--- src/rtl/core/oaht_pkg.sv ---
// ----------------------------------------------------------------------------
// oaht_pkg: shared types and codes for the open-addressed hash table
// Request and result payloads, operation and status codes, and the probe
// token and hit report that travel between the controller and the slot cells.
// ----------------------------------------------------------------------------
package oaht_pkg;

  localparam int KEY_W   = 64;
  localparam int VAL_W   = 8;
  localparam int KIND_W  = 2;
  localparam int STAT_W  = 2;
  localparam int OSLOT_W = 4;
  // Wide enough for any slot number and probe count the table supports.
  localparam int SLOT_W  = 6;

  localparam logic [KIND_W-1:0] KIND_INSERT = 2'd0;
  localparam logic [KIND_W-1:0] KIND_LOOKUP = 2'd1;
  localparam logic [KIND_W-1:0] KIND_DELETE = 2'd2;

  localparam logic [STAT_W-1:0] STAT_OK   = 2'd0;
  localparam logic [STAT_W-1:0] STAT_MISS = 2'd1;
  localparam logic [STAT_W-1:0] STAT_FULL = 2'd2;

  typedef struct packed {
    logic [KIND_W-1:0] kind;
    logic [KEY_W-1:0]  key;
    logic [VAL_W-1:0]  value;
  } in_t;

  typedef struct packed {
    logic [STAT_W-1:0]  status;
    logic [VAL_W-1:0]   value_out;
    logic [OSLOT_W-1:0] slot;
  } out_t;

  typedef struct packed {
    logic              live;
    logic [KIND_W-1:0] kind;
    logic [KEY_W-1:0]  key;
    logic [VAL_W-1:0]  value;
    logic [SLOT_W-1:0] left;
  } tok_t;

  typedef struct packed {
    logic              hit;
    logic [VAL_W-1:0]  value;
    logic [SLOT_W-1:0] slot;
  } res_t;

endpackage

--- src/rtl/core/oaht_ctrl.sv ---
// ----------------------------------------------------------------------------
// oaht_ctrl: request sequencer for the hash table
// Takes a request, trims the key, computes the home slot one character at a
// time, launches the probe token into the cell row and collects the result.
// ----------------------------------------------------------------------------
module oaht_ctrl
  import oaht_pkg::*;
#(
  parameter int SLOTS     = 16,
  parameter int KEY_BYTES = 8
) (
  input  logic              clk,
  input  logic              rst_n,
  input  logic              in_valid,
  output logic              in_ready,
  input  in_t               in_data,
  output logic              out_valid,
  input  logic              out_ready,
  output out_t              out_data,
  output tok_t              inj_tok,
  output logic [SLOT_W-1:0] inj_home,
  input  res_t              res_i [SLOTS]
);

  localparam int IDX_W = $clog2(SLOTS);
  localparam int K_SH  = 17;
  // Floor reciprocal: the quotient estimate is exact or one short.
  localparam int RECIP = (1 << K_SH) / SLOTS;

  localparam logic [2:0] S_IDLE  = 3'd0;
  localparam logic [2:0] S_MUL   = 3'd1;
  localparam logic [2:0] S_DIV   = 3'd2;
  localparam logic [2:0] S_RED   = 3'd3;
  localparam logic [2:0] S_INJ   = 3'd4;
  localparam logic [2:0] S_PROBE = 3'd5;
  localparam logic [2:0] S_FIN   = 3'd6;

  logic [2:0]        state_r, state_nxt;
  logic [KIND_W-1:0] kind_r, kind_nxt;
  logic [KEY_W-1:0]  key_r, key_nxt;
  logic [VAL_W-1:0]  value_r, value_nxt;
  logic [IDX_W-1:0]  h_r, h_nxt;
  logic [3:0]        idx_r, idx_nxt;
  logic [16:0]       p_r, p_nxt;
  logic [16:0]       q_r, q_nxt;
  logic [IDX_W-1:0]  cnt_r, cnt_nxt;
  out_t              rslt_r, rslt_nxt;
  logic              out_valid_r, out_valid_nxt;
  out_t              out_r, out_nxt;

  logic [KEY_W-1:0]  nk;
  logic              run;
  logic [7:0]        c;
  logic              hash_end;
  logic [8:0]        hc;
  logic [16:0]       p_calc;
  logic [33:0]       prod;
  logic [33:0]       qs;
  logic [16:0]       r;
  logic [16:0]       r_adj;
  logic              any_hit;
  logic [VAL_W-1:0]  hit_val;
  logic [SLOT_W-1:0] hit_slot;

  // The key ends at its first zero byte or after KEY_BYTES characters.
  always_comb begin
    nk  = '0;
    run = 1'b1;
    for (int i = 0; i < 8; i++) begin
      if (i < KEY_BYTES && run && in_data.key[8*i +: 8] != 8'd0) begin
        nk[8*i +: 8] = in_data.key[8*i +: 8];
      end else begin
        run = 1'b0;
      end
    end
  end

  // Hash step h = ((h + c) * c) mod SLOTS in three steps:
  // product, reciprocal quotient, then remainder with one correction.
  assign c        = key_r[8*idx_r[2:0] +: 8];
  assign hash_end = idx_r[3] || (c == 8'd0);
  assign hc       = 9'(h_r) + 9'(c);
  assign p_calc   = 17'(hc) * 17'(c);
  assign prod     = 34'(p_r) * 34'(RECIP);
  assign qs       = 34'(q_r) * 34'(SLOTS);
  assign r        = p_r - qs[16:0];
  assign r_adj    = (r >= 17'(SLOTS)) ? (r - 17'(SLOTS)) : r;

  // Only the cell holding the token can report a hit in a given cycle.
  always_comb begin
    any_hit  = 1'b0;
    hit_val  = '0;
    hit_slot = '0;
    for (int i = 0; i < SLOTS; i++) begin
      if (res_i[i].hit) begin
        any_hit  = 1'b1;
        hit_val  = hit_val | res_i[i].value;
        hit_slot = hit_slot | res_i[i].slot;
      end
    end
  end

  always_comb begin
    state_nxt     = state_r;
    kind_nxt      = kind_r;
    key_nxt       = key_r;
    value_nxt     = value_r;
    h_nxt         = h_r;
    idx_nxt       = idx_r;
    p_nxt         = p_r;
    q_nxt         = q_r;
    cnt_nxt       = cnt_r;
    rslt_nxt      = rslt_r;
    out_nxt       = out_r;
    out_valid_nxt = out_valid_r && !out_ready;

    case (state_r)
      S_IDLE: begin
        if (in_valid) begin
          kind_nxt  = in_data.kind;
          key_nxt   = nk;
          value_nxt = in_data.value;
          h_nxt     = '0;
          idx_nxt   = '0;
          state_nxt = S_MUL;
        end
      end
      S_MUL: begin
        if (hash_end) begin
          if (kind_r inside {KIND_INSERT, KIND_LOOKUP, KIND_DELETE}) begin
            state_nxt = S_INJ;
          end else begin
            rslt_nxt  = '{status: STAT_MISS, value_out: '0, slot: '0};
            state_nxt = S_FIN;
          end
        end else begin
          p_nxt     = p_calc;
          state_nxt = S_DIV;
        end
      end
      S_DIV: begin
        q_nxt     = prod[33:17];
        state_nxt = S_RED;
      end
      S_RED: begin
        h_nxt     = r_adj[IDX_W-1:0];
        idx_nxt   = idx_r + 4'd1;
        state_nxt = S_MUL;
      end
      S_INJ: begin
        cnt_nxt   = '0;
        state_nxt = S_PROBE;
      end
      S_PROBE: begin
        if (any_hit) begin
          rslt_nxt  = '{status: STAT_OK, value_out: hit_val, slot: hit_slot[OSLOT_W-1:0]};
          state_nxt = S_FIN;
        end else if (cnt_r == IDX_W'(SLOTS - 1)) begin
          rslt_nxt.status    = (kind_r == KIND_INSERT) ? STAT_FULL : STAT_MISS;
          rslt_nxt.value_out = '0;
          rslt_nxt.slot      = '0;
          state_nxt          = S_FIN;
        end else begin
          cnt_nxt = cnt_r + 1'b1;
        end
      end
      S_FIN: begin
        if (!out_valid_r || out_ready) begin
          out_nxt       = rslt_r;
          out_valid_nxt = 1'b1;
          state_nxt     = S_IDLE;
        end
      end
      default: begin
        state_nxt = S_IDLE;
      end
    endcase
  end

  always_ff @(posedge clk) begin
    if (!rst_n) begin
      state_r     <= S_IDLE;
      out_valid_r <= 1'b0;
    end else begin
      state_r     <= state_nxt;
      out_valid_r <= out_valid_nxt;
    end
  end

  always_ff @(posedge clk) begin
    kind_r  <= kind_nxt;
    key_r   <= key_nxt;
    value_r <= value_nxt;
    h_r     <= h_nxt;
    idx_r   <= idx_nxt;
    p_r     <= p_nxt;
    q_r     <= q_nxt;
    cnt_r   <= cnt_nxt;
    rslt_r  <= rslt_nxt;
    out_r   <= out_nxt;
  end

  always_comb begin
    inj_tok.live  = (state_r == S_INJ);
    inj_tok.kind  = kind_r;
    inj_tok.key   = key_r;
    inj_tok.value = value_r;
    inj_tok.left  = SLOT_W'(SLOTS - 1);
  end

  assign inj_home  = SLOT_W'(h_r);
  assign in_ready  = (state_r == S_IDLE);
  assign out_valid = out_valid_r;
  assign out_data  = out_r;

endmodule

--- config.mk ---
export PLATFORM = sky130hd
export DESIGN_NAME = oaht_ctrl
export DESIGN_NICKNAME = d
export VERILOG_FILES = /design/src/rtl/core/oaht_pkg.sv /design/src/rtl/core/oaht_ctrl.sv
export SDC_FILE = /design/constraint.sdc
export NUM_CORES = 1
export LEC_CHECK = 0
export ABC_AREA = 1
export BUFFER_PORTS_ARGS = -buffer_cell sky130_fd_sc_hd__clkbuf_2
export CAP_MARGIN = 15
export CORE_AREA = 2 2 166 168
export CTS_CLUSTER_SIZE = 24
export DETAILED_ROUTE_END_ITERATION = 8
export DIE_AREA = 0 0 168 170
export GPL_ROUTABILITY_DRIVEN = 0
export PLACE_DENSITY = 0.59
export SETUP_SLACK_MARGIN = 0.02
export SYNTH_ARGS = -nofsm -noshare
export SYNTH_HDL_FRONTEND = slang
export SYNTH_SLANG_ARGS = --single-unit
export TNS_END_PERCENT = 10
--- constraint.sdc ---
create_clock -name clk -period 4.7 [get_ports clk]
set_input_delay 0.94 -clock clk [delete_from_list [all_inputs] [get_ports clk]]
set_output_delay 0.94 -clock clk [all_outputs]
set_load 0.05 [all_outputs]
After elaboration in Yosys (flattened, before gate mapping)
Index checks and enable logic that the tools add are counted.
W data, S select, Z words.
{"block": "totals", "reg_bits": 148, "inputBits": 318, "elab_cells": 189}
{"block": "classes", "add_sub_neg": 5, "multipliers": 1, "order_cmp": 1, "eq_ne": 16, "shift": 1, "mux": 77, "bitwise": 31, "reduce_logical": 34}
{"op": "$mux W8", "n": 16}
{"op": "$or A8 B8 Y8", "n": 15}
{"op": "$mux W4", "n": 20}
{"op": "$reduce_bool A8 Y1", "n": 8}
{"op": "$shiftx A64 B7 Y8", "n": 1}
{"op": "$or A4 B4 Y4", "n": 15}
{"op": "$mux W14", "n": 4}
{"op": "$pmux W14 S2", "n": 1}
{"op": "$mux W1", "n": 25}
{"op": "$pmux W4 S2", "n": 3}
{"op": "$pmux W3 S7", "n": 1}
{"op": "$ge A17 B5 Y1 const B", "n": 1}
{"op": "$mul A9 B8 Y17", "n": 1}
{"op": "$sub A17 B17 Y17", "n": 1}
{"op": "$mux W3", "n": 5}
{"op": "$ne A2 B2 Y1 const B", "n": 6}
{"op": "$add A4 B8 Y9", "n": 1}
{"op": "$eq A3 B3 Y1 const B", "n": 3}
{"op": "$add A4 B1 Y4 const B", "n": 2}
{"op": "$logic_and A1 B1 Y1", "n": 8}
{"op": "$logic_not A8 Y1", "n": 1}
{"op": "$reduce_and A2 Y1", "n": 4}
{"op": "$eq A3 B2 Y1 const B", "n": 2}
{"op": "$reduce_and A3 Y1", "n": 2}
{"op": "15 further kinds", "n": 20}

Longest topological paths before layout
Gate-level depths: netlist of the first run.
{"block": "logic_depth", "depth_word": 33, "mapped_depth": 26}

Worst setup path after synthesis of the first run
OpenSTA, ideal clock, no wires.
{"block": "synth_path", "path_kind": "reg2reg", "startpoint": "register state_r[1]", "endpoint": "register key_r[0], enable pin", "arrival_ns": 4.537, "path_slack_ns": -0.344, "path_stages_with_launch": 7, "n_path_buf": 1, "synth_period_minus_slack_ns": 5.044, "path_cell_list": "dfxtp_1 > buf_2 > nor2_1 > inv_1 > nor2_1 > inv_1 > nor2_1"}
{"block": "synth_via", "elab_chain_cells": 2}
{"item": "start: declaration", "line": "oaht_ctrl.sv:38", "source": "logic [2:0] state_r, state_nxt;"}
{"item": "start signal: assignment", "line": "oaht_ctrl.sv:185", "source": "state_r <= state_nxt;"}
{"item": "$logic_not A3 Y1"}
{"item": "net in_ready", "line": "oaht_ctrl.sv:15", "source": "output logic in_ready,"}
{"item": "$reduce_and A2 Y1 (no source line)"}
{"item": "end signal: assignment", "line": "oaht_ctrl.sv:192", "source": "key_r <= key_nxt;"}
{"item": "end: declaration", "line": "oaht_ctrl.sv:40", "source": "logic [KEY_W-1:0] key_r, key_nxt;"}
The timed path passes the listed nets, and every way through them passes these cells.
A chain may end at the register's enable or synchronous reset.

Worst setup path after layout of the first run
{"block": "layout_path", "startpoint": "register idx_r[0]", "endpoint": "register p_r[3], data pin"}
{"block": "layout_via", "elab_chain_cells": 3}
{"item": "start: declaration", "line": "oaht_ctrl.sv:43", "source": "logic [3:0] idx_r, idx_nxt;"}
{"item": "start signal: assignment", "line": "oaht_ctrl.sv:195", "source": "idx_r <= idx_nxt;"}
{"item": "$shiftx A64 B7 Y8 *", "line": "oaht_ctrl.sv:80", "source": "assign c = key_r[8*idx_r[2:0] +: 8];"}
{"item": "$add A4 B8 Y9", "line": "oaht_ctrl.sv:82", "source": "assign hc = 9'(h_r) + 9'(c);"}
{"item": "$mul A9 B8 Y17 *", "line": "oaht_ctrl.sv:83", "source": "assign p_calc = 17'(hc) * 17'(c);"}
{"item": "net p_calc[3]", "line": "oaht_ctrl.sv:56", "source": "logic [16:0] p_calc;"}
{"item": "end signal: assignment", "line": "oaht_ctrl.sv:196", "source": "p_r <= p_nxt;"}
{"item": "end: declaration", "line": "oaht_ctrl.sv:44", "source": "logic [16:0] p_r, p_nxt;"}
Mark *: on every way through the listed nets, which the timed path passes. The rest lies on a longest branch.

==> results of run 1 <==
[registers in the layout, indices dropped and copies added (netlist names)]
signal     cells
cnt_r          4
h_r            4
idx_r          4
key_r         64
kind_r         2
out_data      14
out_valid      1
p_r            4
rslt_r        14
state_r        3
value_r        8
[critical path, stage by stage, from the launching register on]
cell	delay, ps
edfxtp_1	620
buf_4	260
nand2_1	60
nand2_1	60
nand2_1	40
nand3_1	110
nand2_2	90
inv_2	90
ha_1	160
inv_1	50
fa_1	370
xnor2_1	160
inv_1	90
nor2_1	110
ha_1	240
ha_1	210
xnor2_1	200
o21bai_1	130
nand2_1	80
inv_1	50
nand2_1	50
nand2_1	60
nand2_1	50
nand2_1	50
inv_1	40
[power by group through the flow]
stage | Combinational, mW | Clock [mW] | Sequential, mW
floorplan | 0.990 | 0 | 2.24
global placement | 2.08 | 0 | 1.72
detailed placement | 2.11 | 0 | 1.72
CTS | 2.12 | 1.23 | 1.70
global route | 2.33 | 1.28 | 1.73
finish | 2.11 | 1.20 | 1.70
[layer usage]
layer / vias to the layer above / wire (um) / track usage (%)
li1: 3326 / - / -
met5: - / 79 / 0
met3: 45 / 2500 / 6.88
met1: 3274 / 10900 / 23.0
met4: 12 / 469 / 5.07
met2: 306 / 12400 / 28.0
[cell usage after synthesis, drive strengths merged]
master / count / area [um^2]
a221oi: 48 / 420
a41oi: 12 / 105
xnor2: 3 / 26.3
a22o: 24 / 210
or2: 1 / 6.26
and2: 1 / 6.26
a21oi: 10 / 57.6
fa: 1 / 20.0
o211ai: 1 / 7.51
clkbuf: 25 / 93.8
o21bai: 1 / 7.51
o21a: 1 / 7.51
dfxtp: 4 / 80.1
o21ai: 6 / 30.0
nand4: 6 / 43.8
nand3b: 4 / 30.0
xor2: 1 / 8.76
nor2: 110 / 415
inv: 114 / 433
edfxtp: 118 / 3540
nor4: 15 / 100
ha: 10 / 125
nand3: 36 / 195
buf: 16 / 121
nand2: 171 / 654
nor3: 6 / 30.0
conb: 2 / 7.51
[logic make-up after synthesis]
| family | Yosys count | synth area share (%) |
|---|---|---|
| other | 2 | 0.111 |
| buffers and inverters | 155 | 9.55 |
| AND/OR/NAND/NOR | 350 | 21.8 |
| flip-flops | 122 | 53.4 |
| adder cells (fa/ha/maj) | 11 | 2.14 |
| AO/OA/AOI/OAI | 103 | 12.5 |
| XOR/XNOR | 4 | 0.516 |
[area by class of cell]
cell class | instances | area, um^2
diodes | 1 | 2.50
clock buffers | 17 | 425
clock inverters | 15 | 118
fillers | 2753 | 17100
inverters | 114 | 433
multi-input cells | 476 | 2540
flip-flops and latches | 122 | 3620
well taps | 341 | 427
repair buffers | 389 | 1970
[worst max path at each step]
stage | startpoint | end | slack [ps]
finish | idx_r[0] | p_r[3] | 1010
global route | idx_r[0] | p_r[3] | 640
CTS | idx_r[0] | p_r[3] | 1020
detailed placement | idx_r[0] | p_r[3] | 1030
global placement | idx_r[0] | p_r[3] | 1080
floorplan | state_r[1] | key_r[0] | 880
[placed cells by master (no fill, tap or decap), types with 2 or more instances in the layout]
master / netlist / layout
edfxtp_1: 118 / 118
dfxtp_1: 4 / 4
a22o_1: 24 / 24
nor2_1: 109 / 108
a41oi_1: 12 / 12
a21oi_1: 8 / 8
inv_6: 1 / 6
clkinv_4: 0 / 3
conb_1: 2 / 8
clkbuf_16: 0 / 17
nand2_1: 166 / 166
o21ai_1: 2 / 2
nand3_2: 3 / 3
nand3_1: 33 / 33
xnor2_1: 3 / 3
a21oi_2: 2 / 2
inv_2: 2 / 2
ha_1: 10 / 10
inv_1: 111 / 111
a221oi_1: 48 / 48
nand2_2: 5 / 5
clkinv_2: 0 / 2
clkinvlp_4: 0 / 3
clkbuf_2: 0 / 380
o21ai_0: 4 / 4
nor4_1: 14 / 14
buf_4: 9 / 8
nand3b_1: 4 / 4
nand4_1: 5 / 5
nor3_1: 6 / 6
==> reports/results.ini, run 1 <==
[setup_path]
critical_path_arrival_ps=3850
crit_path_start_kind=flop
r2r-end=p_r[3]
required_ps=4870
cp_max_fo=11
crit_path_end_kind=flop
reg2reg_from=idx_r[0]
ff2ff_path_depth=24
ff2ff_setup_slack_ps=1010
criticalPathCategory=reg2reg

[placed_design]
placed_area_um2=8990
portBuffers=380
placed_cells=1441
hpwl_um=21700
dp_worst_setup_slack_ps=1030

[timing]
relSlewSlack_pct=34.0
finalSetupViolations=0
tns_ps=0
hold_slack_ps=415
report.final.slew_viol_count=0
final_hold_viol_count=0
rsz0062_at_grt=no
skew_ps=15.1
finalCritPeriodShare_pct=78.5
tightestPinTransition_ps=988
worst_slack_ps=1010
period_needed_ps=3690
fmaxAchievable_ghz=0.271

[floorplan]
rows=60
die_area_um2=28600
dieWidth_um=168
core_um2=26700
die_y_um=170
ios=421
start_util_pct=25.5

[routing]
viasPerCell=4.72
drt_wl_total_um=26300
ant_nets=0
drt_iter0_drc=451
drcViolationCount=0
wire_per_inst_um=17.9
vias=6963
drt-pass1-iter-count=5

[power]
clkPwrFrac_pct=24.0
netSwitchingFraction_pct=43.8
netSwitchingPower_mw=2.19
sequentialPowerShare_pct=33.9
p_int_mw=2.81
comb_power_share_pct=42.1
total_power_mw=5.01
ir_drop_mv=0.183
power_density_nw_per_um2=525
leakage_nw=4.77

[cts]
path_clk_slew_ps=60
numCtsBuffers=17
cts_tree=built
clock_path_buffers=2
cts.repair.resized=0
htreeDepth=4
root_buffer=clkbuf_16
cts_hold_buffers=0
clk_latency_ps=420
post-cts-setup-buffer-count=0
clock_sinks=122

[synthesis]
yosysWarnings=0
netlist_instances=747
ys_seq_area_share_pct=53.4
ys_ff_latch=122
synth.avg_cell_area_um2=9.09
post_synth_num_cell_types=38
synth_area_um2=6790

[global_routing]
track_usage_pct=17.9
grt_max_degree=35
grt_pass1_wl_um=38200
antenna_found_initial=7
grt-ovfl-total=0
grt_pass1_vias=6796

[layout]
design_area_um2=9540
final_nets=1449
final_cells=1475
syn_to_final_growth_pct=40.6
fin_util_pct=35.8
drive_above_1_share_pct=38.6

[status]
status=finished, final reports clean

[hold_path]
min_to=out_data[9]
worstHoldStart=rslt_r[9]
hold_depth=0
hold_path_class=reg2reg

[job]
maxCapViolCount=0

Power figures use the tool's default switching activity.
==> inputs of run 2 (changes only) <==
ABC_AREA = 0   (was 1)
CORE_AREA = 2 2 163 165   (was 2 2 166 168)
DIE_AREA = 0 0 165 167   (was 0 0 168 170)
PLACE_DENSITY = 0.57   (was 0.59)
clock period = 3.5 ns   (was 4.7 ns; I/O delays follow)
==> reports/results.ini, run 2 <==
[setup_path]
cp_max_fo=5  ; -6
crit_path_end_kind=flop
crit_path_start_kind=flop
critical_path_arrival_ps=3880  ; +30 ps
critPathLaunch=idx_r[1]
required_ps=3660  ; -1210 ps
criticalPathCategory=reg2reg
reg2reg_from=idx_r[1]

[timing]
report.final.slew_viol_count=0  ; unchanged
period_needed_ps=3710  ; +25.7 ps
fmaxAchievable_ghz=0.269  ; -0.69%
relSlewSlack_pct=60.0  ; +26 points
tns_ps=-214  ; -214 ps
final_hold_viol_count=0  ; unchanged
worst_slack_ps=-214  ; -1230 ps
finalCritPeriodShare_pct=106  ; +28 points
tightestPinTransition_ps=594  ; -394 ps
skew_ps=11.0  ; -4.10 ps
rsz0062_at_grt=yes
finalSetupViolations=1  ; +1

[cts]
clk_latency_ps=420  ; about the same
clock_path_buffers=2  ; unchanged
cts_tree=built
htreeDepth=4  ; unchanged
root_buffer=clkbuf_16
clock_sinks=122  ; unchanged
cts_hold_buffers=0  ; unchanged
numCtsBuffers=17  ; unchanged
path_clk_slew_ps=60  ; about the same

[synthesis]
synth_area_um2=6330  ; -6.7%
netlist_instances=504  ; -33%
ys_ff_latch=122  ; unchanged
ys_seq_area_share_pct=57.3  ; +3.9 points
yosys.area.top_type=edfxtp_1
yosysWarnings=0  ; unchanged
synth-edff-count=118  ; unchanged
synth-async-reset-ratio_pct=0  ; unchanged
ys.flop_type=edfxtp_1
yosys-top-cells-area=edfxtp_1, and2_1, a221oi_1
yosysMostFrequentCell=edfxtp_1
post_synth_num_cell_types=45  ; +18%
synth_top_cell_area_share_pct=56.0  ; +3.8 points
synth_common_cells=edfxtp_1, and2_1, a221oi_1, a22o_1, clkbuf_1
synth.avg_cell_area_um2=12.6  ; +38%

[placed_design]
dp_worst_setup_slack_ps=-215  ; -1250 ps
hpwl_um=22600  ; +4.3%
portBuffers=380  ; unchanged
placed_area_um2=8780  ; -2.3%

[floorplan]
start_util_pct=24.6  ; -0.90 points
ios=421  ; unchanged
die_area_um2=27600  ; -3.5%
dieWidth_um=165  ; -1.8%
die_y_um=167  ; -1.8%
core_um2=25800  ; -3.3%
rows=59  ; -1.7%

[power]
leakage_nw=4.14  ; -13%
power_density_nw_per_um2=583  ; +11%
total_power_mw=5.50  ; +9.8%
ir_drop_mv=0.333  ; +82%

[layout]
mostFrequentLayoutCells=clkbuf_2, edfxtp_1, and2_1
largest_register=key_r
fillers=2599  ; -5.6%
layout_commonest_cell=clkbuf_2
syn_to_final_growth_pct=49.1
drive_above_1_share_pct=52.0  ; +13 points
largest_reg_flops=64  ; unchanged
final_nets=1232  ; -15%
design_area_um2=9430  ; -1.1%

[routing]
drt-pass1-iter-count=5  ; unchanged
vias=6218  ; -11%
viasPerCell=4.95  ; +5.0%
drcViolationCount=0  ; unchanged
drt_wl_total_um=27000  ; +2.6%
wire_per_inst_um=21.5  ; +21%
ant_nets=0  ; unchanged
drt_iter0_drc=424  ; -6.0%

[hold_path]
hold_path_class=reg2reg
worstHoldStart=rslt_r[2]

[status]
violations=setup timing
status=complete, but fails checks

[global_routing]
grt_pass1_vias=6055  ; -11%
grt-ovfl-total=0  ; unchanged
track_usage_pct=19.2  ; +1.3 points
antenna_found_initial=3  ; -4
grt_pass1_wl_um=38200  ; about the same
grt_max_degree=34  ; -2.9%

[job]
maxCapViolCount=0  ; unchanged

run 2: cell count changes in the layout (fill, tap and decap cells not counted), sizes merged, moves of 9 or more:
cell | before | now
nand2 | 171 | 14
inv | 120 | 18
nor2 | 110 | 19
and2 | 1 | 63
nand3 | 36 | 5
buf | 9 | 38
a22oi | 0 | 24
and3 | 0 | 19
a31oi | 0 | 14
a22o | 24 | 36
a41oi | 12 | 1
nor4 | 15 | 26
a221oi | 48 | 38
mux4 | 0 | 9
run 2: path summary, 6_finish.rpt:
path	endpoint	slack, ps	cells after the start
max	p_r[3]	-210	16
min	out_data[2]	420	0
max reg2reg	p_r[3]	-210	16
min reg2reg	out_data[2]	420	0
run 2: report_power, final:
part / internal, mW / switching, mW
Clock: 1.08 / 0.727
Combinational: 0.639 / 1.09
Sequential: 1.85 / 0.110
run 2: final cells by class:
class,count,area (um^2),share of cell area [%]
sequential,122,3620,38.4
multi-input combinational,334,2540,26.9
timing repair buffer,418,2190,23.3
clock buffer,17,425,4.51
tap,335,419,4.44
clock inverter,15,181,1.92
inverter,10,37.5,0.398
antenna,4,10.0,0.106
run 2: cell families (layout without fill, tap and decap cells):
family	count (synthesis)	in the layout	synth area share [%]
other cells	2	12	0.119
xor+xnor	11	11	1.52
simple gates	159	159	14.5
buf+inv	54	460	3.70
compound gates	130	130	16.1
fa+ha+maj	11	11	2.29
flops	122	122	57.3
mux	15	15	4.51
run 2: timing repair:
item,CTS,global route
setup buffers,0,1
endpoints found under the hold margin,0,0
endpoints found under the setup margin,1,1
pin swaps,1,1
resized for setup,1,4
run 2: metrics by stage:
step / hold WS (ps) / instances / utilization (%)
after floorplan: 400 / 510 / -
after global placement: 401 / 1218 / 34.1
after detailed placement: 405 / 1218 / 34.1
after CTS: 421 / 1250 / 36.5
after global routing: 425 / 1254 / 36.6
final: 418 / 1255 / 36.6
run 2: critical path, stage by stage (launching register included):
cell and delay [ps]:
edfxtp_1 410, buf_6 160, mux4_2 520, mux2i_4 170
inv_2 70, ha_4 160, inv_2 50, fa_1 410
nor2_2 100, ha_1 240, ha_1 280, ha_2 180
xor2_2 180, xnor2_2 140, xnor2_1 150, xnor2_1 150
xnor2_1 80
run 2: metal layers:
layer  track usage, %  vias up  routed length [um]
li1                 -     2814                   -
met1             24.2     2961               10700
met2             31.1      374               13200
met3             4.18       69                2110
met4             8.92        0                1090
met5                0        -                   0
