### src/rtl/core/oaht_pkg.sv
// ----------------------------------------------------------------------------
// oaht_pkg: shared types and codes for the open-addressed hash table
// Request and result payloads, operation and status codes, and the probe
// token and hit report that travel between the controller and the slot cells.
// ----------------------------------------------------------------------------
package oaht_pkg;

  localparam int KEY_W   = 64;
  localparam int VAL_W   = 8;
  localparam int KIND_W  = 2;
  localparam int STAT_W  = 2;
  localparam int OSLOT_W = 4;
  // Wide enough for any slot number and probe count the table supports.
  localparam int SLOT_W  = 6;

  localparam logic [KIND_W-1:0] KIND_INSERT = 2'd0;
  localparam logic [KIND_W-1:0] KIND_LOOKUP = 2'd1;
  localparam logic [KIND_W-1:0] KIND_DELETE = 2'd2;

  localparam logic [STAT_W-1:0] STAT_OK   = 2'd0;
  localparam logic [STAT_W-1:0] STAT_MISS = 2'd1;
  localparam logic [STAT_W-1:0] STAT_FULL = 2'd2;

  typedef struct packed {
    logic [KIND_W-1:0] kind;
    logic [KEY_W-1:0]  key;
    logic [VAL_W-1:0]  value;
  } in_t;

  typedef struct packed {
    logic [STAT_W-1:0]  status;
    logic [VAL_W-1:0]   value_out;
    logic [OSLOT_W-1:0] slot;
  } out_t;

  typedef struct packed {
    logic              live;
    logic [KIND_W-1:0] kind;
    logic [KEY_W-1:0]  key;
    logic [VAL_W-1:0]  value;
    logic [SLOT_W-1:0] left;
  } tok_t;

  typedef struct packed {
    logic              hit;
    logic [VAL_W-1:0]  value;
    logic [SLOT_W-1:0] slot;
  } res_t;

endpackage

### src/rtl/core/oaht_cell.sv
// ----------------------------------------------------------------------------
// oaht_cell: one slot of the hash table
// Holds one entry and examines the probe token passing through it. A token
// that finds its target here acts on the entry and stops; otherwise it moves
// on to the next cell unless it has no cells left to visit.
// ----------------------------------------------------------------------------
module oaht_cell
  import oaht_pkg::*;
#(
  parameter int SLOT_ID = 0
) (
  input  logic              clk,
  input  logic              rst_n,
  input  tok_t              inj_tok,
  input  logic [SLOT_W-1:0] inj_home,
  input  tok_t              prev_tok,
  output tok_t              tok_o,
  output res_t              res_o
);

  logic             valid_r, valid_nxt;
  logic [KEY_W-1:0] key_r, key_nxt;
  logic [VAL_W-1:0] val_r, val_nxt;
  tok_t             tok_r, tok_nxt;
  res_t             res_r, res_nxt;
  tok_t             tok_in;
  logic             hit;

  always_comb begin
    tok_in = prev_tok;
    if (inj_tok.live && (inj_home == SLOT_W'(SLOT_ID))) begin
      tok_in = inj_tok;
    end

    hit = 1'b0;
    if (tok_in.live) begin
      if (tok_in.kind == KIND_INSERT) begin
        hit = !valid_r;
      end else if (tok_in.kind == KIND_LOOKUP || tok_in.kind == KIND_DELETE) begin
        hit = valid_r && (key_r == tok_in.key);
      end
    end

    valid_nxt = valid_r;
    key_nxt   = key_r;
    val_nxt   = val_r;
    if (hit && tok_in.kind == KIND_INSERT) begin
      valid_nxt = 1'b1;
      key_nxt   = tok_in.key;
      val_nxt   = tok_in.value;
    end else if (hit && tok_in.kind == KIND_DELETE) begin
      valid_nxt = 1'b0;
    end

    tok_nxt      = tok_in;
    tok_nxt.live = tok_in.live && !hit && (tok_in.left != '0);
    tok_nxt.left = tok_in.left - 1'b1;

    res_nxt.hit   = hit;
    res_nxt.value = (hit && tok_in.kind != KIND_INSERT) ? val_r : '0;
    res_nxt.slot  = hit ? SLOT_W'(SLOT_ID) : '0;
  end

  always_ff @(posedge clk) begin
    if (!rst_n) begin
      valid_r <= 1'b0;
      tok_r   <= '0;
      res_r   <= '0;
    end else begin
      valid_r <= valid_nxt;
      tok_r   <= tok_nxt;
      res_r   <= res_nxt;
    end
  end

  always_ff @(posedge clk) begin
    key_r <= key_nxt;
    val_r <= val_nxt;
  end

  assign tok_o = tok_r;
  assign res_o = res_r;

endmodule

### config.mk
export PLATFORM = sky130hd
export DESIGN_NAME = oaht_cell
export DESIGN_NICKNAME = d
export VERILOG_FILES = /design/src/rtl/core/oaht_pkg.sv /design/src/rtl/core/oaht_cell.sv
export SDC_FILE = /design/constraint.sdc
export NUM_CORES = 1
export LEC_CHECK = 0
export BUFFER_PORTS_ARGS = -buffer_cell sky130_fd_sc_hd__buf_2
export CAP_MARGIN = 15
export CORE_MARGIN = 3
export CORE_UTILIZATION = 48
export DETAILED_ROUTE_END_ITERATION = 8
export PLACE_DENSITY_LB_ADDON = 0.1
export REMOVE_ABC_BUFFERS = 1
export SLEW_MARGIN = 10
export SYNTH_ARGS = -nofsm -noshare
export SYNTH_HDL_FRONTEND = slang
export SYNTH_SLANG_ARGS = --single-unit
### constraint.sdc
create_clock -name clk -period 8.27 [get_ports clk]
set_input_delay 0.827 -clock clk [delete_from_list [all_inputs] [get_ports clk]]
set_output_delay 0.827 -clock clk [all_outputs]
set_load 0.05 [all_outputs]
# ---- Yosys cells after proc, flatten, opt, wreduce, memory -nomap -nowiden
# Index checks and enable logic that the tools add are counted.
dict set report totals {
  ff_bits 169
  input_bits 170
  output_inout_bits 96
  wordCells 37
}
dict set report classes {
  addsub 1
  n_eq_ne 3
  muxes 6
  reduce_logical 16
}
# cell n
set op_table {}
lappend op_table {{2-to-1 mux 81 bit} 1}
lappend op_table {{equality test 64 bit} 1}
lappend op_table {{logical AND 1 bit} 7}
lappend op_table {{zero test 6 bit} 1}
lappend op_table {{nonzero test 6 bit} 1}
lappend op_table {{subtractor 6 x 1 -> 6 bit, second input constant} 1}
lappend op_table {{2-to-1 mux 1 bit} 5}
lappend op_table {{nonzero test 2 bit} 2}
lappend op_table {{equality test 2 x 1 -> 1 bit, second input constant} 1}
lappend op_table {{equality test 2 bit, second input constant} 1}
lappend op_table {{zero test 1 bit} 2}
lappend op_table {{zero test 2 bit} 1}
lappend op_table {{AND reduction 2 bit} 1}
lappend op_table {{logical OR 1 bit} 1}

# ---- Longest topological paths before layout
# Gate-level depths: netlist (run 1).
dict set report logic_depth {
  depth_word 11
  ltp_mapped 13
  ltp_nobuf 10
}

# ---- Worst setup path before layout (run 1)
# No wires, ideal clock.
dict set report synth_timing {
  path_type {input to register}
  from {input inj_home[1]}
  to {register key_r[0], enable pin}
  setup_ns 0.503
  t_arrival_ns 5.578
  required_time_ns 7.767
  path_slack_ns 2.189
  path_stages 9
  n_path_buf 3
  cell_sequence {nor4_2 -> nand2_2 -> buf_2 -> buf_2 -> buf_1 -> mux2i_1 -> ha_1 -> o21ai_0 -> nor2_1}
}
dict set report synth_via {
  elab_chain_cells 9
  word_cells_on_any_way 13
  cone_classes {eq/ne (3); mux (4); reduce/logical (6)}
}
# item line
set synth_lines {}
lappend synth_lines {{start, declared} oaht_cell.sv:15} ;# input logic [SLOT_W-1:0] inj_home,
lappend synth_lines {{zero test 6 bit (*)} oaht_cell.sv:31} ;# if (inj_tok.live && (inj_home == SLOT_W'(SLOT_ID))) begin
lappend synth_lines {{logical AND 1 bit (*)} oaht_cell.sv:31}
lappend synth_lines {{2-to-1 mux 81 bit (*)} oaht_cell.sv:31}
lappend synth_lines {{equality test 64 bit (tied with other cells)} oaht_cell.sv:40} ;# hit = valid_r && (key_r == tok_in.key);
lappend synth_lines {{logical AND 1 bit or logical OR 1 bit (tied branches)} {oaht_cell.sv:40, oaht_cell.sv:39}}
lappend synth_lines {{2-to-1 mux 1 bit} oaht_cell.sv:39} ;# end else if (tok_in.kind == KIND_LOOKUP || tok_in.kind == KIND_DELETE) begin
lappend synth_lines {{2-to-1 mux 1 bit} oaht_cell.sv:37} ;# if (tok_in.kind == KIND_INSERT) begin
lappend synth_lines {{2-to-1 mux 1 bit} oaht_cell.sv:36} ;# if (tok_in.live) begin
lappend synth_lines {{logical AND 1 bit (*)} oaht_cell.sv:47} ;# if (hit && tok_in.kind == KIND_INSERT) begin
lappend synth_lines {{end signal, assigned} oaht_cell.sv:77} ;# key_r <= key_nxt;
lappend synth_lines {{end, declared} oaht_cell.sv:22} ;# logic [KEY_W-1:0] key_r, key_nxt;
# Mark *: on every way between the ends. The rest lies on a longest branch, timed or not.
# A chain may end at the register's enable or synchronous reset.

# ---- Worst setup path after layout (run 1)
dict set report layout_timing {
  from {input inj_home[1]}
  to {register key_r[33], enable pin}
}
# Same word-level chain as after synthesis.

==> key figures, run 1 <==
Synthesis
  – Synthesized instance count: 790
  – Cell variety after synth: 63
  – Top-area cell type share of the netlist area: 28.2%
  – Number of synthesized register bits: around 160
  – Ys async rst share: 0%
  – Top_reg_cell synth: dfxtp_1
  – Synth top area cells: edfxtp_1, dfxtp_1, nand2_1, and2_1, inv_1
  – Yosys warns: 0
  – Sequential-to-total area share from yosys stat: 52.0%
  – Commonest cells post-synth: nand2_1, dfxtp_1, inv_1, edfxtp_1, and2_1
  – Syn avg cell area: ~9.7 um2
  – EDFF count, synth: between 70 and 80
  – Cell Area, Synth: 7660 um2
  – Most frequent cell after synthesis: nand2_1
  – Synth area leader: edfxtp_1

Setup path
  – Worst r2r dst: valid_r$_SDFFE_PN0P_
  – Worst EP arrival: 4.55 ns
  – R2R setup slack: 5.58 ns
  – Worst R2R Start: key_r[28]$_DFFE_PP_
  – Worst Setup SP: inj_home[1]
  – Worst Setup Path Type: input pin to flip-flop
  – Crit end category: flip-flop
  – Worst endpoint required time: 8.33 ns
  – Crit start category: input pin
  – Worst reg-to-reg path cell count: 7
  – Worst-path maximum fanout: 77

STA
  – Clock skew: 0.00904 ns
  – Final setup vio count: 0
  – Fin. max-slew vios: 0
  – Final worst-path cycle share: 54.3%
  – Fin crit period: approximately 4.5 ns
  – Max Freq: 223 MHz
  – Hold Fails Final Rpt: 0
  – Slew @ Worst Pin: 1.03 ns
  – TNS Setup: 0 ns
  – Unrepaired setup endpoints after global routing: false
  – Max-slew headroom: 30.9%

Drt
  – Final wirelength: 22400 um
  – Vias per inst: 5.29
  – Iter 0 DRT Violations: 567
  – Drt pass-1 iters: 8
  – DR DRC count: 0
  – Post-route ant nets: 0
  – WL/cell: 17.7 um
  – Vias: 6688

Clock tree
  – CTS Sinks: 163
  – H-tree levels: 4
  – CTS Buffer Depth: 2
  – Clock root cell: clkbuf_16
  – Hold buffers post-CTS: 0
  – Cts repair resizes: 0
  – CTS tree: yes
  – Clk pin slew, worst setup/hold paths: 0.06 ns
  – Postcts setup bufs: 0
  – Skew-Pair Late Insertion Delay: 0.43 ns
  – Num CTS Buffers: 17

Power and ir drop
  – Internal power component: 1.43 mW
  – Cell Pwr Density: 201 nW/um2
  – NetSw: 0.520 mW
  – Worst vdd ir: 139 uV
  – Overall Power: 1.95 mW
  – Part of the power in the clock network: 39.6%
  – Sw Ratio: 26.7%
  – Power share of the sequential group: 45.7%
  – Comb power frac: 14.7%
  – Leak: approximately 4.5 nW

Floorplan
  – Die Area: 17500 um2
  – Initial core utilization: 49.7%
  – Site Rows: 45
  – Die Ht: ~130 um
  – Ports: roughly 270
  – Core area: 15400 um2
  – Die width: between 100 and 150 um

Place
  – GP Congestion: 0.899
  – Detail Placement HPWL: 16700 um
  – Dpl cells: about 1200
  – PortBufs: 259

Global routing
  – Global-route wire length before repair: 35000 um
  – Pin count of the biggest net entering global routing: 83
  – All-Layer GR Usage: roughly a quarter
  – Vias in the first global route: 6519
  – Initial antenna violation count: 2
  – GRT overflow: 0

Final layout
  – Nets: 1216
  – # diodes: 0
  – Sequential cell area: around 4000 um2
  – Share of cells above drive strength 1: between 20 and 30%
  – Multi-input logic area: 3240 um2
  – Fill cell count: approximately 1400
  – P&R area growth vs syn: 26.2%
  – Non-Filler Instances: 1265

Min path
  – Hold endpoint: res_o[13]$_SDFF_PN0_
  – Hold path start: val_r[7]$_DFFE_PP_
  – Hold depth: 2
  – Hold WC Path Type: flip-flop to flip-flop

Run status
  – Status: completed

Run
  – Max-capacitance violation count: 0
[placed cells by master, fill, tap and decap left out, types with 3 or more instances in the layout]
cell type / n
a2111oi_0: 3
a21oi_1: 12
a22o_1: 3
and2_1: 67
buf_2: 259
buf_4: 5
clkbuf_16: 17
clkinv_2: 5
conb_1: 6
dfxtp_1: 91
edfxtp_1: 72
ha_1: 4
inv_1: 77
mux2i_1: 17
nand2_1: 128
nand2b_1: 20
nand3_1: 14
nand4_1: 4
nor2_1: 6
nor2b_1: 30
nor3_1: 10
nor4_1: 22
nor4_2: 4
o2111ai_1: 8
o211ai_1: 6
o21ai_0: 27
o21ai_1: 9
o221ai_1: 10
o22ai_1: 23
o2bb2ai_1: 4
xnor2_1: 26
xor2_1: 18
[cells by family after synthesis]
group | share of synthesized area, %
other cells | 0.0489
flops | 52.0
xor+xnor | 5.03
buf+inv | 6.14
fa+ha+maj | 0.653
compound gates | 11.2
simple gates | 22.6
mux | 2.37
[area by class of cell]
| type | count | share of cell area, % |
|---|---|---|
| well taps | 211 | 2.73 |
| clock inverters | 10 | 1.11 |
| clock buffers | 21 | 4.76 |
| inverters | 77 | 2.99 |
| flip-flops and latches | 163 | 41.2 |
| multi-input cells | 519 | 33.5 |
| repair buffers | 264 | 13.8 |
[critical path: stages]
cell and delay [ns]:
buf_2 0.11, nor4_2 0.89, nand2_2 0.05, buf_4 0.43, mux2i_1 0.38, ha_1 0.25
o21ai_0 0.21, nor2_4 0.72, buf_4 0.63
[worst max path at each step]
stage	to	slack, ns	cells past startpoint
2_1_floorplan	key_r[0]$_DFFE_PP_	1.41	6
3_3_place_gp	key_r[42]$_DFFE_PP_	3.50	9
3_5_place_dp	key_r[36]$_DFFE_PP_	3.30	9
4_1_cts	key_r[11]$_DFFE_PP_	3.75	9
5_1_grt	key_r[16]$_DFFE_PP_	3.38	9
6_report	key_r[33]$_DFFE_PP_	3.78	9
[per-layer routing]
metal  routed length (um)  part of all wire [%]  track usage (%)  up-vias
met5                   21                 0.094                0        -
met4                  289                   1.3             6.87        4
met3                 2170                   9.7             7.86       27
met2                10600                    47             40.8      346
met1                 9320                    42             33.5     3099
li1                     -                     -                -     3212
[flip-flops by register name (all words and copies together), names as in the netlist]
| name | cells |
|---|---|
| key_r | 64 |
| tok_o | 81 |
| res_o | 9 |
| val_r | 8 |
| valid_r | 1 |
[power groups by stage]
stage               clock [mW]  sequential, mW  combinational, mW
CTS                      0.782           0.890              0.285
global placement             0           0.907              0.283
finish                   0.771           0.890              0.285
global route             0.813           0.893              0.307
floorplan                    0           0.986             0.0939
detailed placement           0           0.907              0.284
[through the flow]
| step | utilization [%] | area, um2 | setup WS [ns] | hold slack [ns] |
|---|---|---|---|---|
| finish | 62.7 | 9680 | 3.78 | 0.496 |
| global route | 62.7 | 9680 | 3.38 | 0.522 |
| CTS | 62.7 | 9680 | 3.75 | 0.492 |
| detailed placement | 59.0 | 9110 | 3.30 | 0.484 |
| floorplan | - | 7500 | 1.41 | 0.475 |
| global placement | 59.0 | 9110 | 3.50 | 0.485 |
No activity file was read; power rests on OpenSTA's default activity.
==> run 2, diff against run 1 <==
- CORE_UTILIZATION: 48 -> 46
- clock period: 8.27 -> 4 ns (I/O delays scaled with it)
==> key figures, run 2 (synthesis gave the netlist of run 1 again) <==
Setup path
  – Largest stage delay on the critical path: 0.64 ns (was 0.89 ns)
  – Worst EP arrival: 3.31 ns (was 4.55 ns)
  – Crit end category: flip-flop (unchanged)
  – Worst endpoint required time: 4.34 ns (was 8.33 ns)
  – Worst Setup Path Type: input pin to flip-flop (unchanged)
  – Worst-path maximum fanout: 20 (was 77)
  – Crit start category: input pin (unchanged)
  – Slowest-stage cell, CP: or4_4 (was nor4_2)
  – Critical-path cell list: buf_2 -> or4_4 -> nor2_4 -> buf_4 -> mux2i_1 -> xnor2_1 -> nor4_2 -> nand2_2 -> nor4_1 (was buf_2 -> nor4_2 -> nand2_2 -> buf_4 -> mux2i_1 -> ha_1 -> o21ai_0 -> nor2_4 -> buf_4)
  – R2R setup slack: 1.37 ns (was 5.58 ns)

Final layout
  – Most frequent cells in the layout: buf_2, nand2_1, dfxtp_1 (unchanged)
  – Fill cell count: 1430 (was 1356)
  – Sequential cell area: 3980 um2 (unchanged)
  – Most common cell after layout, fill and taps aside: buf_2 (unchanged)
  – Multi-input logic area: 3250 um2 (was 3240 um2)
  – P&R area growth vs syn: 27.3% (was 26.2%)
  – # diodes: 0 (unchanged)
  – Nets: 1222 (was 1216)
  – Share of cells above drive strength 1: 30.0% (was 29.2%)
  – Number of flip-flops in the largest register: 81 (unchanged)
  – Non-Filler Instances: 1277 (was 1265)

Floorplan
  – Die Ht: 135 um (was 132 um)
  – Site Rows: 46 (was 45)
  – Initial core utilization: 47.6% (was 49.7%)
  – Ports: 266 (unchanged)
  – Die Area: 18200 um2 (was 17500 um2)
  – Core area: 16100 um2 (was 15400 um2)
  – Die width: 135 um (was 132 um)

Clock tree
  – CTS Sinks: 163 (unchanged)
  – CTS tree: yes (unchanged)
  – Clk pin slew, worst setup/hold paths: 0.07 ns (was 0.06 ns)
  – Skew-Pair Late Insertion Delay: 0.43 ns (about the same)
  – CTS Buffer Depth: 2 (unchanged)
  – Postcts setup bufs: 0 (unchanged)
  – Cts repair resizes: 0 (unchanged)
  – Clock root cell: clkbuf_16 (unchanged)
  – H-tree levels: 4 (unchanged)
  – Hold buffers post-CTS: 0 (unchanged)
  – Num CTS Buffers: 17 (unchanged)

Drt
  – DR DRC count: 0 (unchanged)
  – Post-route ant nets: 0 (unchanged)
  – Vias: 6719 (was 6688)
  – Drt pass-1 iters: 8 (unchanged)
  – WL/cell: 18.3 um (was 17.7 um)
  – Final wirelength: 23400 um (was 22400 um)
  – Vias per inst: 5.26 (was 5.29)
  – Iter 0 DRT Violations: 468 (was 567)

Power and ir drop
  – Sw Ratio: 29.6% (was 26.7%)
  – Leak: 4.51 nW (was 4.47 nW)
  – Worst vdd ir: 310 uV (was 139 uV)
  – Internal power component: 2.84 mW (was 1.43 mW)
  – Power share of the sequential group: 45.6% (was 45.7%)
  – NetSw: 1.19 mW (was 0.520 mW)
  – Cell Pwr Density: 413 nW/um2 (was 201 nW/um2)
  – Part of the power in the clock network: 39.6% (about the same)
  – Comb power frac: 14.8% (was 14.7%)

STA
  – Final setup vio count: 0 (unchanged)
  – Max Freq: 336 MHz
  – Hold Fails Final Rpt: 0 (unchanged)
  – Slew @ Worst Pin: 0.770 ns (was 1.03 ns)
  – Max-slew headroom: 48.7% (was 30.9%)
  – Unrepaired setup endpoints after global routing: false (unchanged)
  – TNS Setup: 0 ns (unchanged)
  – Final worst-path cycle share: roughly 74%
  – Fin crit period: approximately 3 ns
  – Fin. max-slew vios: 0 (unchanged)
  – Clock skew: 0.00965 ns (was 0.00904 ns)

Global routing
  – Vias in the first global route: 6647 (was 6519)
  – GRT overflow: 0 (unchanged)
  – All-Layer GR Usage: 25.2% (was 25.4%)
  – Global-route wire length before repair: 35400 um (was 35000 um)
  – Initial antenna violation count: 1 (was 2)
  – Pin count of the biggest net entering global routing: 51 (was 83)

Place
  – Dpl cells: 1245 (was 1234)
  – Detail Placement HPWL: 18000 um (was 16700 um)
  – PortBufs: 259 (unchanged)
  – GP Congestion: 0.932 (was 0.899)

Run status
  – Status: completed (unchanged)

Run
  – Max-capacitance violation count: 0 (unchanged)

Min path
  – Hold WC Path Type: input pin to flip-flop (was flip-flop to flip-flop)
## run 2: changes by cell type in the layout (fill, tap and decap cells not counted), moves of 3 or more
cell      delta
inv_8        +3
buf_4        +6
clkinv_8     +3
clkinv_2     -5
inv_6        +6
## run 2: layout make-up
class / count / area share [%]
flip-flops and latches: 163 / 40.8
multi-input cells: 519 / 33.3
repair buffers: 270 / 14.1
clock buffers: 17 / 4.36
inverters: 77 / 2.96
well taps: 216 / 2.77
clock inverters: 15 / 1.64
## run 2: final timing paths
path,to,from,cells past startpoint
worst max-delay path,res_o[6]$_SDFF_PN0_,inj_home[1],9
worst min-delay path,val_r[5]$_DFFE_PP_,inj_tok[11],3
worst max register to register,valid_r$_SDFFE_PN0P_,key_r[28]$_DFFE_PP_,7
worst min register to register,res_o[12]$_SDFF_PN0_,val_r[6]$_DFFE_PP_,2
## run 2: per-stage QoR
stage          total power [mW]  hold slack (ns)  worst slack, ns  cell area, um2  utilization, %
2_1_floorplan              2.23            0.475            -2.43            7500               -
3_3_place_gp               2.47            0.485            0.738            9170            56.9
3_5_place_dp               2.47            0.486            0.565            9170            56.9
4_1_cts                    4.07            0.233             1.03            9750            60.5
5_1_grt                    4.18            0.239            0.817            9750            60.5
6_report                   4.03            0.249             1.03            9750            60.5
## run 2: routing by layer
metal  wire [um]  vias to the layer above  track usage [%]
li1            -                     3228                -
met2       10800                      344             39.7
met4         532                        2             8.34
met5           7                        -                0
met1        9980                     3093             34.4
met3        2100                       52             6.07
## run 2: worst max-delay path: cells and delay by family
kind / cells / cell delay [ns]
simple gates: 5 / 2.03
buf+inv: 2 / 0.40
xor+xnor: 1 / 0.12
mux: 1 / 0.34
## run 2: power by group through the flow
| stage | Clock, mW | Combinational [mW] | Sequential [mW] |
|---|---|---|---|
| 5_1_grt | 1.69 | 0.639 | 1.84 |
| 6_report | 1.60 | 0.597 | 1.84 |
| 4_1_cts | 1.63 | 0.597 | 1.84 |
| 2_1_floorplan | 0 | 0.194 | 2.04 |
| 3_3_place_gp | 0 | 0.595 | 1.88 |
| 3_5_place_dp | 0 | 0.593 | 1.88 |
==> run 3, diff against run 2 <==
- CORE_UTILIZATION: 46 -> 48
- clock period: 4 -> 2.9 ns (I/O delays scaled with it)
==> key figures, run 3 (synthesis gave the netlist of run 1 again) <==
STA
  – Slew @ Worst Pin: 0.711 ns (was 0.770 ns)
  – Final setup vio count: 0 (unchanged)
  – Final setup margin: 0.306 ns (was 1.03 ns)
  – Fin crit period: 2.59 ns
  – Fin. max-slew vios: 0 (unchanged)
  – Clock skew: 0.00886 ns (was 0.00965 ns)
  – Max Freq: around 390 MHz
  – Final hold slack: 0.145 ns (was 0.249 ns)
  – Hold Fails Final Rpt: 0 (unchanged)
  – TNS Setup: 0 ns (unchanged)
  – Max-slew headroom: 52.6% (was 48.7%)
  – Unrepaired setup endpoints after global routing: false (unchanged)
  – Final worst-path cycle share: 89.5%

Power and ir drop
  – Leak: 4.59 nW (was 4.51 nW)
  – Cell Pwr Density: 548 nW/um2 (was 413 nW/um2)
  – Worst vdd ir: 426 uV (was 310 uV)
  – Overall Power: 5.43 mW (was 4.03 mW)

Global routing
  – Vias in the first global route: 6532 (was 6647)
  – Initial antenna violation count: 1 (unchanged)
  – Global-route wire length before repair: 34600 um (was 35400 um)
  – Pin count of the biggest net entering global routing: 47 (was 51)
  – GRT overflow: 0 (unchanged)
  – All-Layer GR Usage: 25.3% (was 25.2%)

Setup path
  – Worst-path maximum fanout: 8 (was 20)
  – Worst Setup Path Type: flip-flop to flip-flop (was input pin to flip-flop)
  – Worst EP arrival: 2.92 ns (was 3.31 ns)
  – Crit end category: flip-flop (unchanged)
  – Crit start category: flip-flop (was input pin)
  – Worst endpoint required time: 3.23 ns (was 4.34 ns)

Clock tree
  – Clk pin slew, worst setup/hold paths: 0.06 ns (was 0.07 ns)
  – Clock root cell: clkbuf_16 (unchanged)
  – H-tree levels: 4 (unchanged)
  – CTS tree: yes (unchanged)
  – Hold buffers post-CTS: 0 (unchanged)
  – CTS Sinks: 163 (unchanged)
  – Num CTS Buffers: 17 (unchanged)
  – Postcts setup bufs: 0 (unchanged)
  – Cts repair resizes: 0 (unchanged)
  – Skew-Pair Late Insertion Delay: 0.43 ns (about the same)
  – CTS Buffer Depth: 2 (unchanged)

Drt
  – Iter 0 DRT Violations: 445 (was 468)
  – Post-route ant nets: 0 (unchanged)
  – Vias per inst: 5.18 (was 5.26)
  – Final wirelength: 22400 um (was 23400 um)
  – Vias: 6710 (was 6719)
  – Drt pass-1 iters: 5 (was 8)
  – DR DRC count: 0 (unchanged)
  – WL/cell: 17.3 um (was 18.3 um)

Place
  – Detail Placement HPWL: 17600 um (was 18000 um)
  – PortBufs: 259 (unchanged)
  – Dpl cells: 1262 (was 1245)
  – Pre-CTS setup slack: -0.128 ns (was 0.565 ns)
  – GP Congestion: 0.925 (was 0.932)

Final layout
  – Nets: 1244 (was 1222)
  – Most frequent cells in the layout: buf_2, nand2_1, dfxtp_1 (unchanged)
  – Number of flip-flops in the largest register: 81 (unchanged)
  – P&R area growth vs syn: 29.1% (was 27.3%)
  – Non-Filler Instances: 1295 (was 1277)
  – Most common cell after layout, fill and taps aside: buf_2 (unchanged)
  – Share of cells above drive strength 1: 31.1% (was 30.0%)

Run status
  – Status: completed (unchanged)

Min path
  – Hold WC Path Type: input pin to flip-flop (unchanged)

Floorplan
  – Die Area: 17500 um2 (was 18200 um2)
  – Initial core utilization: 49.7% (was 47.6%)
  – Site Rows: 45 (was 46)
  – Die width: 132 um (was 135 um)
  – Die Ht: 132 um (was 135 um)
  – Ports: 266 (unchanged)
  – Core area: 15400 um2 (was 16100 um2)

Run
  – Max-capacitance violation count: 0 (unchanged)
[run 3: cell types whose count changed in the layout (fill, tap and decap cells not counted), sizes merged]
| cell | delta |
|---|---|
| clkinv | +1 |
| clkbuf | +4 |
| inv | -7 |
| clkinvlp | +2 |
| buf | +22 |
| diode | +1 |
[run 3: routing by layer]
layer  part of all wire, %  GRT usage [%]
met4                   2.4           8.66
met5                     0              0
met3                   7.7           6.22
met2                    47           40.7
met1                    43           33.5
[run 3: critical path: stages, from the launching register on]
cell and delay, ns:
edfxtp_1 0.44, nor2b_1 0.16, a2111oi_0 0.54, buf_4 0.21, nand4_1 0.10, o41a_1 0.18
nor4_2 0.35, nand2_2 0.21, nor4_1 0.30
[run 3: final cells by class]
cell class | count | area, um2
Fill cell | 1401 | 5530
Sequential cell | 163 | 3980
Multi-Input combinational cell | 519 | 3240
Timing Repair Buffer | 292 | 1580
Clock buffer | 21 | 460
Inverter | 77 | 289
Tap cell | 211 | 264
Clock inverter | 11 | 78.8
Antenna cell | 1 | 2.50
[run 3: worst paths after layout]
check | from | slack (ns) | cells past startpoint | to
max | key_r[46]$_DFFE_PP_ | 0.31 | 8 | res_o[8]$_SDFF_PN0_
min | inj_tok[8] | 0.14 | 3 | val_r[2]$_DFFE_PP_
max reg2reg | key_r[46]$_DFFE_PP_ | 0.31 | 8 | res_o[8]$_SDFF_PN0_
min reg2reg | val_r[5]$_DFFE_PP_ | 0.49 | 2 | res_o[11]$_SDFF_PN0_
[run 3: through the flow]
| stage | area (um2) | util [%] |
|---|---|---|
| 2_1_floorplan | 7500 | - |
| 3_3_place_gp | 9360 | 60.6 |
| 3_5_place_dp | 9360 | 60.6 |
| 4_1_cts | 9890 | 64.1 |
| 5_1_grt | 9900 | 64.2 |
| 6_report | 9900 | 64.2 |
[run 3: report_power, final]
| group | switching, mW | total, mW | internal, mW |
|---|---|---|---|
| logic | 0.550 | 0.834 | 0.284 |
| clock network | 0.916 | 2.06 | 1.14 |
| registers | 0.0373 | 2.54 | 2.50 |
| total | 1.50 | 5.43 | 3.92 |
